### src/rtl/core/rpm_zone_and_rate_monitor_top_macros.svh
// Assertion macros for the rpm zone and rate monitor.
// Uses the enclosing module's clk and rst_n; no other dependencies.
`ifndef RPM_ZONE_AND_RATE_MONITOR_TOP_MACROS_SVH
`define RPM_ZONE_AND_RATE_MONITOR_TOP_MACROS_SVH

// Same-cycle implication, checked at every rising edge out of reset.
`define RPMZRM_CHK(lbl, ante, cons, msg) \
  lbl: assert property (@(posedge clk) disable iff (!rst_n) (ante) |-> (cons)) \
    else $error(msg);

// Next-cycle implication, checked at every rising edge out of reset.
`define RPMZRM_CHK_NEXT(lbl, ante, cons, msg) \
  lbl: assert property (@(posedge clk) disable iff (!rst_n) (ante) |=> (cons)) \
    else $error(msg);

`endif

### src/rtl/core/rpmzrm_pkg.sv
// Shared types and constants for the rpm zone and rate monitor.
// No dependencies; used by every module of the block.
package rpmzrm_pkg;

  // Configuration register indexes.
  localparam int CFG_IDX_W = 3;
  localparam logic [CFG_IDX_W-1:0] REG_MIN_RPM        = 3'd0;
  localparam logic [CFG_IDX_W-1:0] REG_NORM_LOW_RPM   = 3'd1;
  localparam logic [CFG_IDX_W-1:0] REG_NORM_HIGH_RPM  = 3'd2;
  localparam logic [CFG_IDX_W-1:0] REG_MAX_RPM        = 3'd3;
  localparam logic [CFG_IDX_W-1:0] REG_ZONE_PERIOD_US = 3'd4;
  localparam logic [CFG_IDX_W-1:0] REG_RATE_WINDOW_US = 3'd5;

  // Register widths and reset values.
  localparam int RPM_W = 16;
  localparam int PER_W = 24;
  localparam logic signed [RPM_W-1:0] RST_MIN_RPM       = 16'sd800;
  localparam logic signed [RPM_W-1:0] RST_NORM_LOW_RPM  = 16'sd1500;
  localparam logic signed [RPM_W-1:0] RST_NORM_HIGH_RPM = 16'sd5000;
  localparam logic signed [RPM_W-1:0] RST_MAX_RPM       = 16'sd7000;
  localparam logic [PER_W-1:0] RST_ZONE_PERIOD_US = 24'd100000;
  localparam logic [PER_W-1:0] RST_RATE_WINDOW_US = 24'd100000;

  // Input and result codes.
  localparam logic CMD_TICK    = 1'b0;
  localparam logic CMD_MEASURE = 1'b1;
  localparam logic KIND_ZONE   = 1'b0;
  localparam logic KIND_RATE   = 1'b1;

  localparam int ZONE_W = 3;
  localparam logic [ZONE_W-1:0] ZONE_BELOW_MIN  = 3'd0;
  localparam logic [ZONE_W-1:0] ZONE_BELOW_NORM = 3'd1;
  localparam logic [ZONE_W-1:0] ZONE_NORM       = 3'd2;
  localparam logic [ZONE_W-1:0] ZONE_ABOVE_NORM = 3'd3;
  localparam logic [ZONE_W-1:0] ZONE_ABOVE_MAX  = 3'd4;
  localparam logic [ZONE_W-1:0] ZONE_UNSET      = 3'd5;

  // Rate output saturation.
  localparam int RATE_W = 27;
  localparam logic [RATE_W-1:0] RATE_POS_MAX = 27'h3FFFFFF;
  localparam logic [RATE_W-1:0] RATE_NEG_MIN = 27'h4000000;

  // Shared arithmetic unit sizing.
  localparam int ACC_W     = 40;  // 24 x 16 product
  localparam int DIVD_W    = 36;  // 65535 * 1e6 fits in 36 bits
  localparam int MUL_B_W   = 16;  // multiplier bits, one per step
  localparam int WT_W      = ACC_W - 8;  // Q8.8 product after dropping the fraction
  localparam int CNT_W     = 6;
  localparam logic [CNT_W-1:0] MUL_LAST = 6'd15;
  localparam logic [CNT_W-1:0] DIV_LAST = 6'd35;
  localparam logic [PER_W-1:0] US_PER_S = 24'd1000000;

  typedef enum logic {
    ALU_MUL = 1'b0,
    ALU_DIV = 1'b1
  } alu_op_t;

  typedef struct packed {
    logic    start;
    alu_op_t op;
  } alu_ctl_t;

  typedef struct packed {
    logic busy;
    logic done;
  } alu_sts_t;

  typedef struct packed {
    logic signed [RPM_W-1:0] min_rpm;
    logic signed [RPM_W-1:0] norm_low;
    logic signed [RPM_W-1:0] norm_high;
    logic signed [RPM_W-1:0] max_rpm;
  } bounds_t;

  // Sequencer states.
  typedef enum logic [6:0] {
    ST_IDLE  = 7'b0000001,
    ST_TICK  = 7'b0000010,
    ST_ZEMIT = 7'b0000100,
    ST_RMUL  = 7'b0001000,
    ST_RDIV  = 7'b0010000,
    ST_REMIT = 7'b0100000,
    ST_WMUL  = 7'b1000000
  } state_t;

endpackage

### src/rtl/core/rpm_zone_and_rate_monitor_top.sv
// Top level of the rpm zone and rate monitor: sequencer, timers, config
// registers and output register. Depends on rpmzrm_pkg, rpmzrm_alu, rpmzrm_zone.
//
// Input stream: each transaction is either a tick (in_tuser low) carrying an
// rpm sample and elapsed microseconds, or a measure request (in_tuser high)
// carrying an rpm sample and a Q8.8 window multiplier. in_tready is high only
// while the sequencer is idle; one transaction is worked on at a time.
// A tick with no result passes through the tick state back to idle. A tick
// that reports a zone adds a state for loading the output register. A tick
// that closes a rate window runs the shared unit twice: a 16-step multiply by
// one million and a 36-step restoring divide. A measure request runs a
// 16-step multiply for the window target. A new transaction is not taken
// until these steps of the shared adder are done.
// Output stream: zone reports (out_tuser low) and rate results (out_tuser
// high); out_tlast marks the final result of one tick. The output register
// lets the sequencer finish work while a result waits; if the receiver
// stalls with a second result pending, the sequencer holds until it is free.
// Reset (rst_n low, synchronous) restores the register defaults, leaves the
// zone unclassified, stops any window and empties the output register.
// Configuration writes are taken at any edge with cfg_we high.
`include "rpm_zone_and_rate_monitor_top_macros.svh"

module rpm_zone_and_rate_monitor_top #(
  parameter int TIME_BITS = 24
) (
  input  logic        clk,
  input  logic        rst_n,
  input  logic        cfg_we,
  input  logic [2:0]  cfg_index,
  input  logic [23:0] cfg_wdata,
  input  logic        in_tvalid,
  output logic        in_tready,
  input  logic [47:0] in_tdata,    // rpm[15:0], elapsed_us[31:16], time_mult[47:32]
  input  logic        in_tuser,    // cmd
  output logic        out_tvalid,
  input  logic        out_tready,
  output logic [31:0] out_tdata,   // zone[2:0], rate[29:3], falling[30], zero[31]
  output logic        out_tuser,   // kind
  output logic        out_tlast
);

  localparam int CMP_W = (TIME_BITS > rpmzrm_pkg::PER_W) ? TIME_BITS : rpmzrm_pkg::PER_W;
  localparam logic [TIME_BITS-1:0] TIME_MAX = {TIME_BITS{1'b1}};

  // Configuration registers.
  logic signed [15:0] min_rpm_r, norm_low_r, norm_high_r, max_rpm_r;
  logic [23:0]        zone_period_r, rate_window_r;

  // Block state.
  rpmzrm_pkg::state_t                   state_r, state_nxt;
  logic [rpmzrm_pkg::ZONE_W-1:0]        cur_zone_r, cur_zone_nxt;
  logic [TIME_BITS-1:0]                 zone_el_r, zone_el_nxt;
  logic                                 measuring_r, measuring_nxt;
  logic [TIME_BITS-1:0]                 win_el_r, win_el_nxt;
  logic [TIME_BITS-1:0]                 win_tgt_r, win_tgt_nxt;
  logic signed [15:0]                   first_r, first_nxt;
  logic                                 rate_pend_r, rate_pend_nxt;

  // Latched transaction payload.
  logic signed [15:0] rpm_r;
  logic [15:0]        dt_r, mult_r;

  // Output register.
  logic                             out_valid_r, out_valid_nxt;
  logic                             out_kind_r, out_kind_nxt;
  logic [rpmzrm_pkg::ZONE_W-1:0]    out_zone_r, out_zone_nxt;
  logic [rpmzrm_pkg::RATE_W-1:0]    out_rate_r, out_rate_nxt;
  logic                             out_fall_r, out_fall_nxt;
  logic                             out_last_r, out_last_nxt;

  logic in_acc;
  logic out_free;
  logic load_out;

  // Shared unit and zone checker wiring.
  rpmzrm_pkg::alu_ctl_t            alu_ctl;
  rpmzrm_pkg::alu_sts_t            alu_sts;
  logic [rpmzrm_pkg::ACC_W-1:0]    alu_opa;
  logic [rpmzrm_pkg::DIVD_W-1:0]   alu_opb;
  logic [rpmzrm_pkg::ACC_W-1:0]    alu_prod;
  logic [rpmzrm_pkg::DIVD_W-1:0]   alu_quot;
  rpmzrm_pkg::bounds_t             bounds;
  logic                            zone_left;
  logic [rpmzrm_pkg::ZONE_W-1:0]   zone_class;

  // Timer and rate helpers.
  logic [TIME_BITS:0]              ze_sum, we_sum;
  logic [TIME_BITS-1:0]            ze_new, we_new;
  logic                            zone_hit, rate_hit;
  logic signed [16:0]              diff, diff_neg;
  logic [15:0]                     diff_mag;
  logic                            diff_lt0;
  logic [TIME_BITS-1:0]            divisor;
  logic [rpmzrm_pkg::WT_W-1:0]     tgt_full;
  logic [TIME_BITS-1:0]            tgt_new;
  logic [rpmzrm_pkg::RATE_W-1:0]   rate_val;

  assign in_tready = (state_r == rpmzrm_pkg::ST_IDLE);
  assign in_acc    = in_tvalid && in_tready;
  assign out_free  = !out_valid_r || out_tready;

  assign bounds.min_rpm   = min_rpm_r;
  assign bounds.norm_low  = norm_low_r;
  assign bounds.norm_high = norm_high_r;
  assign bounds.max_rpm   = max_rpm_r;

  rpmzrm_zone u_zone (
    .rpm      (rpm_r),
    .cur_zone (cur_zone_r),
    .bounds   (bounds),
    .left     (zone_left),
    .new_zone (zone_class)
  );

  rpmzrm_alu #(
    .TIME_BITS (TIME_BITS)
  ) u_alu (
    .clk   (clk),
    .rst_n (rst_n),
    .ctl   (alu_ctl),
    .opa   (alu_opa),
    .opb   (alu_opb),
    .sts   (alu_sts),
    .prod  (alu_prod),
    .quot  (alu_quot)
  );

  // Saturating timer updates for a tick.
  always_comb begin
    ze_sum   = {1'b0, zone_el_r} + (TIME_BITS + 1)'(dt_r);
    ze_new   = ze_sum[TIME_BITS] ? TIME_MAX : ze_sum[TIME_BITS-1:0];
    zone_hit = CMP_W'(ze_new) >= CMP_W'(zone_period_r);
    we_sum   = {1'b0, win_el_r} + (TIME_BITS + 1)'(dt_r);
    we_new   = we_sum[TIME_BITS] ? TIME_MAX : we_sum[TIME_BITS-1:0];
    rate_hit = measuring_r && (we_new >= win_tgt_r);
  end

  // Rpm difference over the window, as sign and magnitude.
  always_comb begin
    diff     = {rpm_r[15], rpm_r} - {first_r[15], first_r};
    diff_neg = -diff;
    diff_lt0 = diff[16];
    diff_mag = diff_lt0 ? diff_neg[15:0] : diff[15:0];
    divisor  = (win_tgt_r == '0) ? TIME_BITS'(1) : win_tgt_r;
  end

  // Window target from the Q8.8 product, saturated to the timer width.
  always_comb begin
    tgt_full = alu_prod[rpmzrm_pkg::ACC_W-1:8];
    tgt_new  = (tgt_full > rpmzrm_pkg::WT_W'(TIME_MAX)) ? TIME_MAX
                                                      : tgt_full[TIME_BITS-1:0];
  end

  // Signed, saturated rate from the quotient magnitude.
  always_comb begin
    if (diff_lt0) begin
      if (alu_quot > rpmzrm_pkg::DIVD_W'(rpmzrm_pkg::RATE_NEG_MIN)) begin
        rate_val = rpmzrm_pkg::RATE_NEG_MIN;
      end else begin
        rate_val = -alu_quot[rpmzrm_pkg::RATE_W-1:0];
      end
    end else begin
      if (alu_quot > rpmzrm_pkg::DIVD_W'(rpmzrm_pkg::RATE_POS_MAX)) begin
        rate_val = rpmzrm_pkg::RATE_POS_MAX;
      end else begin
        rate_val = alu_quot[rpmzrm_pkg::RATE_W-1:0];
      end
    end
  end

  // Shared unit requests: start once on entering a compute state.
  always_comb begin
    alu_ctl.start = 1'b0;
    alu_ctl.op    = rpmzrm_pkg::ALU_MUL;
    alu_opa       = '0;
    alu_opb       = '0;
    case (state_r)
      rpmzrm_pkg::ST_RMUL: begin
        alu_ctl.start = !alu_sts.busy && !alu_sts.done;
        alu_opa       = rpmzrm_pkg::ACC_W'(rpmzrm_pkg::US_PER_S);
        alu_opb       = rpmzrm_pkg::DIVD_W'(diff_mag);
      end
      rpmzrm_pkg::ST_RDIV: begin
        alu_ctl.start = !alu_sts.busy && !alu_sts.done;
        alu_ctl.op    = rpmzrm_pkg::ALU_DIV;
        alu_opa       = rpmzrm_pkg::ACC_W'(divisor);
        alu_opb       = alu_prod[rpmzrm_pkg::DIVD_W-1:0];
      end
      rpmzrm_pkg::ST_WMUL: begin
        alu_ctl.start = !alu_sts.busy && !alu_sts.done;
        alu_opa       = rpmzrm_pkg::ACC_W'(rate_window_r);
        alu_opb       = rpmzrm_pkg::DIVD_W'(mult_r);
      end
      default: begin
        alu_ctl.start = 1'b0;
      end
    endcase
  end

  // Sequencer and state updates.
  always_comb begin
    state_nxt     = state_r;
    cur_zone_nxt  = cur_zone_r;
    zone_el_nxt   = zone_el_r;
    measuring_nxt = measuring_r;
    win_el_nxt    = win_el_r;
    win_tgt_nxt   = win_tgt_r;
    first_nxt     = first_r;
    rate_pend_nxt = rate_pend_r;
    load_out      = 1'b0;
    out_kind_nxt  = out_kind_r;
    out_zone_nxt  = out_zone_r;
    out_rate_nxt  = out_rate_r;
    out_fall_nxt  = out_fall_r;
    out_last_nxt  = out_last_r;
    case (state_r)
      rpmzrm_pkg::ST_IDLE: begin
        if (in_acc) begin
          state_nxt = (in_tuser == rpmzrm_pkg::CMD_MEASURE) ? rpmzrm_pkg::ST_WMUL
                                                            : rpmzrm_pkg::ST_TICK;
        end
      end
      rpmzrm_pkg::ST_TICK: begin
        zone_el_nxt   = zone_hit ? '0 : ze_new;
        if (measuring_r) begin
          win_el_nxt = we_new;
        end
        rate_pend_nxt = rate_hit;
        if (zone_hit && zone_left) begin
          cur_zone_nxt = zone_class;
          state_nxt    = rpmzrm_pkg::ST_ZEMIT;
        end else if (rate_hit) begin
          state_nxt = rpmzrm_pkg::ST_RMUL;
        end else begin
          state_nxt = rpmzrm_pkg::ST_IDLE;
        end
      end
      rpmzrm_pkg::ST_ZEMIT: begin
        if (out_free) begin
          load_out     = 1'b1;
          out_kind_nxt = rpmzrm_pkg::KIND_ZONE;
          out_zone_nxt = cur_zone_r;
          out_rate_nxt = '0;
          out_fall_nxt = 1'b0;
          out_last_nxt = !rate_pend_r;
          state_nxt    = rate_pend_r ? rpmzrm_pkg::ST_RMUL : rpmzrm_pkg::ST_IDLE;
        end
      end
      rpmzrm_pkg::ST_RMUL: begin
        if (alu_sts.done) begin
          state_nxt = rpmzrm_pkg::ST_RDIV;
        end
      end
      rpmzrm_pkg::ST_RDIV: begin
        if (alu_sts.done) begin
          state_nxt = rpmzrm_pkg::ST_REMIT;
        end
      end
      rpmzrm_pkg::ST_REMIT: begin
        if (out_free) begin
          load_out      = 1'b1;
          out_kind_nxt  = rpmzrm_pkg::KIND_RATE;
          out_zone_nxt  = rpmzrm_pkg::ZONE_BELOW_MIN;
          out_rate_nxt  = rate_val;
          out_fall_nxt  = diff_lt0;
          out_last_nxt  = 1'b1;
          measuring_nxt = 1'b0;
          state_nxt     = rpmzrm_pkg::ST_IDLE;
        end
      end
      rpmzrm_pkg::ST_WMUL: begin
        if (alu_sts.done) begin
          if (measuring_r) begin
            // A running window can only be shortened.
            if (win_tgt_r > tgt_new) begin
              win_tgt_nxt = tgt_new;
            end
          end else begin
            first_nxt     = rpm_r;
            win_tgt_nxt   = tgt_new;
            win_el_nxt    = '0;
            measuring_nxt = 1'b1;
          end
          state_nxt = rpmzrm_pkg::ST_IDLE;
        end
      end
      default: begin
        state_nxt = rpmzrm_pkg::ST_IDLE;
      end
    endcase
  end

  // Output valid: set on load, cleared once the transaction completes.
  always_comb begin
    if (load_out) begin
      out_valid_nxt = 1'b1;
    end else if (out_tready) begin
      out_valid_nxt = 1'b0;
    end else begin
      out_valid_nxt = out_valid_r;
    end
  end

  // Configuration registers.
  always_ff @(posedge clk) begin
    if (!rst_n) begin
      min_rpm_r     <= rpmzrm_pkg::RST_MIN_RPM;
      norm_low_r    <= rpmzrm_pkg::RST_NORM_LOW_RPM;
      norm_high_r   <= rpmzrm_pkg::RST_NORM_HIGH_RPM;
      max_rpm_r     <= rpmzrm_pkg::RST_MAX_RPM;
      zone_period_r <= rpmzrm_pkg::RST_ZONE_PERIOD_US;
      rate_window_r <= rpmzrm_pkg::RST_RATE_WINDOW_US;
    end else if (cfg_we) begin
      case (cfg_index)
        rpmzrm_pkg::REG_MIN_RPM:        min_rpm_r     <= cfg_wdata[15:0];
        rpmzrm_pkg::REG_NORM_LOW_RPM:   norm_low_r    <= cfg_wdata[15:0];
        rpmzrm_pkg::REG_NORM_HIGH_RPM:  norm_high_r   <= cfg_wdata[15:0];
        rpmzrm_pkg::REG_MAX_RPM:        max_rpm_r     <= cfg_wdata[15:0];
        rpmzrm_pkg::REG_ZONE_PERIOD_US: zone_period_r <= cfg_wdata;
        rpmzrm_pkg::REG_RATE_WINDOW_US: rate_window_r <= cfg_wdata;
        default: begin
        end
      endcase
    end
  end

  // Control and model state.
  always_ff @(posedge clk) begin
    if (!rst_n) begin
      state_r     <= rpmzrm_pkg::ST_IDLE;
      cur_zone_r  <= rpmzrm_pkg::ZONE_UNSET;
      zone_el_r   <= '0;
      measuring_r <= 1'b0;
      win_el_r    <= '0;
      win_tgt_r   <= '0;
      first_r     <= '0;
      rate_pend_r <= 1'b0;
      out_valid_r <= 1'b0;
    end else begin
      state_r     <= state_nxt;
      cur_zone_r  <= cur_zone_nxt;
      zone_el_r   <= zone_el_nxt;
      measuring_r <= measuring_nxt;
      win_el_r    <= win_el_nxt;
      win_tgt_r   <= win_tgt_nxt;
      first_r     <= first_nxt;
      rate_pend_r <= rate_pend_nxt;
      out_valid_r <= out_valid_nxt;
    end
  end

  // Payload registers.
  always_ff @(posedge clk) begin
    if (in_acc) begin
      rpm_r  <= in_tdata[15:0];
      dt_r   <= in_tdata[31:16];
      mult_r <= in_tdata[47:32];
    end
    out_kind_r <= out_kind_nxt;
    out_zone_r <= out_zone_nxt;
    out_rate_r <= out_rate_nxt;
    out_fall_r <= out_fall_nxt;
    out_last_r <= out_last_nxt;
  end

  assign out_tvalid = out_valid_r;
  assign out_tdata  = {1'b0, out_fall_r, out_rate_r, out_zone_r};
  assign out_tuser  = out_kind_r;
  assign out_tlast  = out_last_r;

  // Checks on the sequencer and result formatting.
  `RPMZRM_CHK(a_rate_is_last, out_tvalid && (out_tuser == rpmzrm_pkg::KIND_RATE), out_tlast, "rate result without tlast")
  `RPMZRM_CHK(a_zone_fmt, out_tvalid && (out_tuser == rpmzrm_pkg::KIND_ZONE), (out_tdata[2:0] <= rpmzrm_pkg::ZONE_ABOVE_MAX) && (out_tdata[31:3] == '0), "malformed zone report")
  `RPMZRM_CHK(a_alu_owner, alu_sts.busy || alu_sts.done, (state_r == rpmzrm_pkg::ST_RMUL) || (state_r == rpmzrm_pkg::ST_RDIV) || (state_r == rpmzrm_pkg::ST_WMUL), "shared unit active outside a compute state")
  `RPMZRM_CHK_NEXT(a_rate_loaded, (state_r == rpmzrm_pkg::ST_REMIT) && out_free, out_tvalid && (out_tuser == rpmzrm_pkg::KIND_RATE) && !measuring_r, "rate result not presented")

endmodule

### src/rtl/core/rpmzrm_alu.sv
// Shared iterative arithmetic unit: shift-add multiply and restoring divide
// on one adder, one bit per cycle. Depends on rpmzrm_pkg.
module rpmzrm_alu #(
  parameter int TIME_BITS = 24
) (
  input  logic                            clk,
  input  logic                            rst_n,
  input  rpmzrm_pkg::alu_ctl_t            ctl,
  input  logic [rpmzrm_pkg::ACC_W-1:0]    opa,   // multiplicand or divisor
  input  logic [rpmzrm_pkg::DIVD_W-1:0]   opb,   // multiplier or dividend
  output rpmzrm_pkg::alu_sts_t            sts,
  output logic [rpmzrm_pkg::ACC_W-1:0]    prod,
  output logic [rpmzrm_pkg::DIVD_W-1:0]   quot
);

  logic [rpmzrm_pkg::ACC_W-1:0]  acc_r, acc_nxt;
  logic [rpmzrm_pkg::DIVD_W-1:0] sh_r, sh_nxt;
  logic [rpmzrm_pkg::ACC_W-1:0]  opnd_r, opnd_nxt;
  logic [rpmzrm_pkg::CNT_W-1:0]  cnt_r, cnt_nxt;
  rpmzrm_pkg::alu_op_t           op_r, op_nxt;
  logic                          busy_r, busy_nxt;
  logic                          done_r, done_nxt;

  logic [TIME_BITS:0]            rem_sh;
  logic [rpmzrm_pkg::ACC_W-1:0]  add_a, add_b;
  logic                          add_sub;
  logic [rpmzrm_pkg::ACC_W:0]    sum;
  logic                          geq;

  // Operand selection for the one shared adder.
  always_comb begin
    rem_sh = {acc_r[TIME_BITS-1:0], sh_r[rpmzrm_pkg::DIVD_W-1]};
    if (op_r == rpmzrm_pkg::ALU_MUL) begin
      add_a   = {acc_r[rpmzrm_pkg::ACC_W-2:0], 1'b0};
      add_b   = sh_r[rpmzrm_pkg::DIVD_W-1] ? opnd_r : '0;
      add_sub = 1'b0;
    end else begin
      add_a   = rpmzrm_pkg::ACC_W'(rem_sh);
      add_b   = opnd_r;
      add_sub = 1'b1;
    end
    sum = {1'b0, add_a} + {1'b0, (add_sub ? ~add_b : add_b)}
          + (rpmzrm_pkg::ACC_W + 1)'(add_sub);
    // With subtraction, the carry out means the remainder covers the divisor.
    geq = sum[rpmzrm_pkg::ACC_W];
  end

  // Step control: load on start, then one bit per cycle.
  always_comb begin
    acc_nxt  = acc_r;
    sh_nxt   = sh_r;
    opnd_nxt = opnd_r;
    cnt_nxt  = cnt_r;
    op_nxt   = op_r;
    busy_nxt = busy_r;
    done_nxt = 1'b0;
    if (ctl.start && !busy_r) begin
      acc_nxt  = '0;
      opnd_nxt = opa;
      op_nxt   = ctl.op;
      busy_nxt = 1'b1;
      if (ctl.op == rpmzrm_pkg::ALU_MUL) begin
        sh_nxt  = {opb[rpmzrm_pkg::MUL_B_W-1:0],
                   {(rpmzrm_pkg::DIVD_W - rpmzrm_pkg::MUL_B_W){1'b0}}};
        cnt_nxt = rpmzrm_pkg::MUL_LAST;
      end else begin
        sh_nxt  = opb;
        cnt_nxt = rpmzrm_pkg::DIV_LAST;
      end
    end else if (busy_r) begin
      if (op_r == rpmzrm_pkg::ALU_MUL) begin
        acc_nxt = sum[rpmzrm_pkg::ACC_W-1:0];
        sh_nxt  = {sh_r[rpmzrm_pkg::DIVD_W-2:0], 1'b0};
      end else begin
        acc_nxt = geq ? sum[rpmzrm_pkg::ACC_W-1:0] : add_a;
        sh_nxt  = {sh_r[rpmzrm_pkg::DIVD_W-2:0], geq};
      end
      if (cnt_r == '0) begin
        busy_nxt = 1'b0;
        done_nxt = 1'b1;
      end else begin
        cnt_nxt = cnt_r - 1'b1;
      end
    end
  end

  always_ff @(posedge clk) begin
    if (!rst_n) begin
      busy_r <= 1'b0;
      done_r <= 1'b0;
    end else begin
      busy_r <= busy_nxt;
      done_r <= done_nxt;
    end
  end

  always_ff @(posedge clk) begin
    acc_r  <= acc_nxt;
    sh_r   <= sh_nxt;
    opnd_r <= opnd_nxt;
    cnt_r  <= cnt_nxt;
    op_r   <= op_nxt;
  end

  assign sts.busy = busy_r;
  assign sts.done = done_r;
  assign prod     = acc_r;
  assign quot     = sh_r;

endmodule

### src/rtl/core/rpmzrm_zone.sv
// Zone bound checks: whether the rpm has left the current zone and which
// zone it falls in now. Depends on rpmzrm_pkg.
module rpmzrm_zone (
  input  logic signed [rpmzrm_pkg::RPM_W-1:0]  rpm,
  input  logic [rpmzrm_pkg::ZONE_W-1:0]        cur_zone,
  input  rpmzrm_pkg::bounds_t                  bounds,
  output logic                                 left,
  output logic [rpmzrm_pkg::ZONE_W-1:0]        new_zone
);

  logic signed [rpmzrm_pkg::RPM_W-1:0] mn, nl, nh, mx;
  logic gt_mn, lt_mn, gt_nl, lt_nl, gt_nh, lt_nh, gt_mx, lt_mx;

  assign mn = bounds.min_rpm;
  assign nl = bounds.norm_low;
  assign nh = bounds.norm_high;
  assign mx = bounds.max_rpm;

  // One signed compare per bound and direction; equality stays inside.
  assign gt_mn = rpm > mn;
  assign lt_mn = rpm < mn;
  assign gt_nl = rpm > nl;
  assign lt_nl = rpm < nl;
  assign gt_nh = rpm > nh;
  assign lt_nh = rpm < nh;
  assign gt_mx = rpm > mx;
  assign lt_mx = rpm < mx;

  // Has the sample strictly left the bounds of the current zone?
  always_comb begin
    case (cur_zone)
      rpmzrm_pkg::ZONE_BELOW_MIN:  left = gt_mn;
      rpmzrm_pkg::ZONE_BELOW_NORM: left = lt_mn || gt_nl;
      rpmzrm_pkg::ZONE_NORM:       left = lt_nl || gt_nh;
      rpmzrm_pkg::ZONE_ABOVE_NORM: left = lt_nh || gt_mx;
      rpmzrm_pkg::ZONE_ABOVE_MAX:  left = lt_mx;
      default:                     left = 1'b1;
    endcase
  end

  // Classification, upper side tested first.
  always_comb begin
    if (gt_nh) begin
      new_zone = gt_mx ? rpmzrm_pkg::ZONE_ABOVE_MAX : rpmzrm_pkg::ZONE_ABOVE_NORM;
    end else if (lt_nl) begin
      new_zone = lt_mn ? rpmzrm_pkg::ZONE_BELOW_MIN : rpmzrm_pkg::ZONE_BELOW_NORM;
    end else begin
      new_zone = rpmzrm_pkg::ZONE_NORM;
    end
  end

endmodule

### config.mk
export PLATFORM = sky130hd
export DESIGN_NAME = rpm_zone_and_rate_monitor_top
export DESIGN_NICKNAME = d
export VERILOG_FILES = /design/src/rtl/core/rpmzrm_pkg.sv /design/src/rtl/core/rpm_zone_and_rate_monitor_top.sv /design/src/rtl/core/rpmzrm_alu.sv /design/src/rtl/core/rpmzrm_zone.sv
export VERILOG_INCLUDE_DIRS = /design/src /design/src/rtl/core
export SDC_FILE = /design/constraint.sdc
export NUM_CORES = 1
export LEC_CHECK = 0
export ABC_AREA = 1
export ABC_CLOCK_PERIOD_IN_PS = 9200
export BUFFER_PORTS_ARGS = -buffer_cell sky130_fd_sc_hd__buf_2
export CAP_MARGIN = 20
export CORE_MARGIN = 5
export CORE_UTILIZATION = 45
export DETAILED_ROUTE_END_ITERATION = 10
export PLACE_DENSITY_LB_ADDON = 0.05
export SETUP_SLACK_MARGIN = 0.1
export SYNTH_ARGS = -nofsm -noshare
export SYNTH_HDL_FRONTEND = slang
export SYNTH_SLANG_ARGS = --single-unit
### constraint.sdc
create_clock -name clk -period 9.2 [get_ports clk]
set_input_delay 0.46 -clock clk [delete_from_list [all_inputs] [get_ports clk]]
set_output_delay 0.46 -clock clk [all_outputs]
set_load 0.02 [all_outputs]
# == Word level (Yosys, flattened, before mapping) ==
# Cells that the tools add are included.
# W data, S select, Z words.
# word_totals
output_inout_bits,36
word_cells,194
register_bits,419
# classes
eq_ne,26
n_bitwise,4
add_sub_neg,8
reduce_logical,39
mux,73
n_lt_le_gt_ge,14
# ops
op,count
$mux W24,10
$mux W40,6
$mux W27,5
$mux W36,3
$pmux W36 S3,1
$pmux W24 S3,1
$gt A16 B16 Y1,4
$lt A16 B16 Y1,4
$pmux W27 S2,1
$add A24 B16 Y25,2
$mux W7,7
$pmux W7 S7,1
$ge A24 B24 Y1,2
$pmux W24 S2,1
$add A40 B40 Y41,1
$add A41 B1 Y41,1
$not A40 Y40,1
$gt A36 B26 Y1 const B,1
$gt A36 B27 Y1 const B,1
$gt A32 B24 Y1 const B,1
$neg A27 Y27,1
$gt A24 B24 Y1,1
$logic_not A24 Y1,1
$mux W6,4
other kinds (35),103

# == Longest topological paths before layout ==
# logic_depth
depth_word,9
depth_mapped,27
mapped_depth_nobuf,27

# == By module ==
# Synthesis repeated with hierarchy kept, for this count alone.
# hier_totals
hier_cells,3992
area_unflattened_um2,27944.3
# by_module_without_submodules
mod,instances,seq_area_each_um2,area_per_inst_um2,cells_per_inst
rpm_zone_and_rate_monitor_top,1,6696.4,17684.5,2514
rpmzrm_alu,1,3333.2,8356.8,1156
rpmzrm_zone,1,0.0,1903.1,322

# == Worst setup path after synthesis ==
# OpenSTA, ideal clock, no wires.
# synth_path
kind,register -> register
startpoint,reg state_r[6]
endpoint,"reg dt_r[0], enable pin"
setup_ns,0.454
t_required_ns,8.746
setup_slack_ns,5.035
path_stages_with_launch,6
t_arrival_ns,3.711
synth_period_minus_slack_ns,4.165
path_cell_list,dfxtp_1 nor3_2 inv_2 nor4_1 inv_1 nor2_1
# synth_between
elab_chain_cells,2
# synth_lines
element,line_no,rtl
from (decl),rpm_zone_and_rate_monitor_top.sv:50,"rpmzrm_pkg::state_t state_r, state_nxt;"
from (signal assigned),rpm_zone_and_rate_monitor_top.sv:330,state_r <= rpmzrm_pkg::ST_IDLE;
from (signal assigned),rpm_zone_and_rate_monitor_top.sv:340,state_r <= state_nxt;
$eq A7 B1 Y1,rpm_zone_and_rate_monitor_top.sv:98,assign in_tready = (state_r == rpmzrm_pkg::ST_IDLE);
via in_tready,rpm_zone_and_rate_monitor_top.sv:32,"output logic in_tready,"
$logic_and A1 B1 Y1,rpm_zone_and_rate_monitor_top.sv:99,assign in_acc = in_tvalid && in_tready;
via in_acc,rpm_zone_and_rate_monitor_top.sv:71,logic in_acc;
to (signal assigned),rpm_zone_and_rate_monitor_top.sv:356,dt_r <= in_tdata[31:16];
to (decl),rpm_zone_and_rate_monitor_top.sv:61,"logic [15:0] dt_r, mult_r;"
# The timed path passes the listed nets, and every way through them passes these cells.
# A chain may end at the register's enable or synchronous reset.

# == Worst setup path in the final report ==
# layout_path
startpoint,reg u_alu.op_r
endpoint,"reg u_alu.acc_r, in the netlist u_alu.prod[13]"
# layout_between
elab_chain_cells,7
word_cells_on_any_way,9
classes_between,2 x add/sub; 6 x mux; 1 x bitwise
# layout_lines
element,line_no,rtl
from (decl),rpmzrm_alu.sv:20,"rpmzrm_pkg::alu_op_t op_r, op_nxt;"
from (signal assigned),rpmzrm_alu.sv:102,op_r <= op_nxt;
$mux W40,rpmzrm_alu.sv:33,if (op_r == rpmzrm_pkg::ALU_MUL) begin
$not A40 Y40,rpmzrm_alu.sv:42,"sum = {1'b0, add_a} + {1'b0, (add_sub ? ~add_b : add_b)}"
$mux W40,rpmzrm_alu.sv:42,
$add A40 B40 Y41,rpmzrm_alu.sv:42,
$add A41 B1 Y41,rpmzrm_alu.sv:43,+ (rpmzrm_pkg::ACC_W + 1)'(add_sub);
$mux W40,rpmzrm_alu.sv:75,acc_nxt = geq ? sum[rpmzrm_pkg::ACC_W-1:0] : add_a;
$mux W40 (*),rpmzrm_alu.sv:71,if (op_r == rpmzrm_pkg::ALU_MUL) begin
to (signal assigned),rpmzrm_alu.sv:98,acc_r <= acc_nxt;
to (decl),rpmzrm_alu.sv:16,"logic [rpmzrm_pkg::ACC_W-1:0] acc_r, acc_nxt;"
# Every way passes the cells marked *; elsewhere a longest branch is shown, timed or not.

==> results.json <==
{
  "antenna_found_initial": 0,
  "p_leak_nw": 11.9,
  "syn_avg_cell_area_sq_um": 7.46,
  "slowest_delay_ns": 0.99,
  "irDropWorstVdd_uv": 150,
  "synth_cells": 3318,
  "grt.busiest_layer": "met2",
  "ios": 117,
  "synth-seq-area-share_pct": 38.6,
  "tightest_slew_ns": 1.06,
  "area_delta_synth_final_pct": 11.1,
  "drive_gt1_share_pct": 7.47,
  "fin_nets": 3686,
  "drt_iter0_drc": 1570,
  "path_class": "reg2reg",
  "ctsHoldBuffers": 0,
  "std_cell_rows": 86,
  "arrival_ns": 5.68,
  "coreArea_sq_mm": 0.0548,
  "grtUsageMet1_pct": 33.7,
  "fillerInstances": 5482,
  "cpMaxStageDelayCell": "edfxtp_1",
  "overflow": 0,
  "drc": 0,
  "die_area_sq_mm": 0.0598,
  "ys_ff_latch": 403,
  "crit_required_ns": 9.68,
  "power_density_mw_per_mm2": 251,
  "skew_ns": 0.0154,
  "syn_nets": 3615,
  "finalCritPeriodShare_pct": 56.5,
  "crit_fanout": 35,
  "post_cts_buffers": 0,
  "synth_edf_count": 148,
  "stdcell_area_sq_mm": 0.0275,
  "cap_viol_max_count": 0,
  "whs_ns": 0.0394,
  "final_common_cell": "nand2_1",
  "totalWireLength_mm": 76.1,
  "cts_resized": 0,
  "grt_use_met2_pct": 40.5,
  "report.final.slew_viol_count": 0,
  "yosysUniqueCellTypes": 61,
  "ys_async_sr_fraction_pct": 0,
  "hold_viol_final": 0,
  "synth_compound_area_share_pct": 17.2,
  "fmax_mhz": 192,
  "cts_tree": "done",
  "grt_pass1_vias": 21700,
  "place_area_sq_mm": 0.0260,
  "syn_area_sq_mm": 0.0248,
  "grtUsageTotal_pct": 24.7,
  "clk_pin_slew_ns": 0.06,
  "die_w_microns": 245,
  "rsz0062_at_grt": "false",
  "use_met3_pct": 3.32,
  "total_power_w": 0.00690,
  "yosysWarnings": 0,
  "post-dp-hpwl_mm": 57.8,
  "cts_root_buffer": "clkbuf_16",
  "cp_common_cell": "nand3_1",
  "die_y_microns": 245,
  "clock_sinks": 403,
  "maxSlewHeadroom_pct": 29.3,
  "start_util_pct": 45.2,
  "finalSetupViolations": 0,
  "worstSetupEndpointType": "register",
  "layout_common_cells": "723 x nand2_1, 376 x inv_1, 328 x nor2_1",
  "cts_made_buffers": 48,
  "synth_top_family_by_area": "simple AND/OR/NAND/NOR gates",
  "dr.pass1.iters": 7,
  "synth-xor-area-share_pct": 2.30,
  "vias_per_cell": 5.47,
  "cts.path.max_buffers": 3,
  "port_buffers": 115,
  "synthAdderAreaFrac_pct": 11.0,
  "htreeDepth": 2,
  "grt_pass1_wl_mm": 119,
  "grt_max_degree": 90,
  "worst_setup_path_start_kind": "register",
  "path_cells": "inv_1 -> buf_16 -> nand3_1 -> o21ai_0 -> fa_1 -> nand3_1 -> nand3_1 -> a21oi_1 -> o21ai_1 -> a21boi_1 -> inv_1 -> nand3_1 -> nand2_1 -> nand2_1 -> nand2_1 -> buf_16 -> nand2_1 -> nand3_1 -> o211ai_1 -> inv_1",
  "status": "complete, no violations",
  "wire_per_inst_microns": 18.4,
  "tns_ns": 0,
  "clock_latency_ns": 0.59,
  "synth.area.mux_share_pct": 0,
  "num_vias": 22600,
  "hp-class": "in2reg",
  "yosys.area_share.simple_pct": 23.0,
  "gp_congestion": 0.918,
  "diodes": 0,
  "synth_ff_type": "dfxtp_1",
  "period_needed_ns": 5.20,
  "final_antenna_net_count": 0,
  "post-route-util_pct": 50.2
}
[per-layer routing]
metal  vias to the layer above  wire length (microns)  share of wire, %
met5                         -                      0                 0
met4                         0                   2820               3.7
met3                       138                   4140               5.4
met2                       596                  34500                45
met1                     10500                  34600                45
li1                      11400                      -                 -
[logic make-up (layout without fill, tap and decap cells)]
| group | count (synthesis) | count (layout) |
|---|---|---|
| flip-flops | 403 | 403 |
| other | 1 | 1 |
| adder cells (fa/ha/maj) | 216 | 216 |
| buffers and inverters | 505 | 614 |
| AND/OR/NAND/NOR | 1365 | 1365 |
| AO/OA/AOI/OAI | 763 | 763 |
| XOR/XNOR | 65 | 65 |
[worst max-delay path: cells and delay by family, from the launching register on]
family / cells / cell delay (ns)
buffers and inverters: 5 / 1.37
adder cells (fa/ha/maj): 1 / 0.46
AND/OR/NAND/NOR: 9 / 1.31
flip-flops: 1 / 0.99
AO/OA/AOI/OAI: 5 / 0.97
[final timing paths]
check | slack (ns) | endpoint | cells after the start | from
min | 0.04 | rpm_r[10] | 1 | in_tdata[10]
max | 4.00 | u_alu.prod[13] | 20 | u_alu.op_r
max reg2reg | 4.00 | u_alu.prod[13] | 20 | u_alu.op_r
min reg2reg | 0.46 | first_r[0] | 2 | first_r[0]
[sequential cells by signal, summed over array words and instances, names as in the netlist, 24 cells and up]
signal,cells
u_alu.prod,40
u_alu.quot,36
out_rate_r,27
rate_window_r,24
u_alu.opnd_r,24
win_el_r,24
win_tgt_r,24
zone_el_r,24
zone_period_r,24
[synth_stat cells (all sizes together), types with 22 or more instances]
master | number | area, sq um
o211ai | 34 | 255
a21oi | 304 | 1530
nor3 | 44 | 236
clkbuf | 83 | 312
buf | 31 | 164
nor2 | 334 | 1270
a22oi | 22 | 165
o21ai | 286 | 1430
nand2 | 724 | 2720
edfxtp | 148 | 4440
xor2 | 31 | 272
xnor2 | 34 | 298
nand4 | 37 | 231
ha | 212 | 2650
inv | 389 | 1460
or2 | 22 | 138
nor4 | 22 | 165
a31oi | 23 | 144
nand3 | 173 | 866
dfxtp | 255 | 5100
[per-stage QoR]
stage / setup slack [ns] / std cells
6_report: 4.00 / 4131
5_1_grt: 3.38 / 4131
4_1_cts: 3.59 / 4130
3_5_place_dp: 3.59 / 4042
3_3_place_gp: 3.68 / 4040
2_1_floorplan: 5.04 / 3318
[layout make-up]
class | instances | area [sq um] | share of cell area, %
multi-input cells | 2410 | 13300 | 48.4
repair buffers | 135 | 788 | 2.87
flip-flops and latches | 403 | 9550 | 34.7
well taps | 704 | 881 | 3.20
clock inverters | 19 | 153 | 0.555
clock buffers | 69 | 1360 | 4.95
inverters | 391 | 1470 | 5.34
[report_power, final]
| group | switching (W) | internal (W) |
|---|---|---|
| sequential | 0.000339 | 0.00218 |
| combinational | 0.00168 | 0.000852 |
| clock | 0.000787 | 0.00106 |
| total | 0.00280 | 0.00409 |
Power figures use the tool's default switching activity.
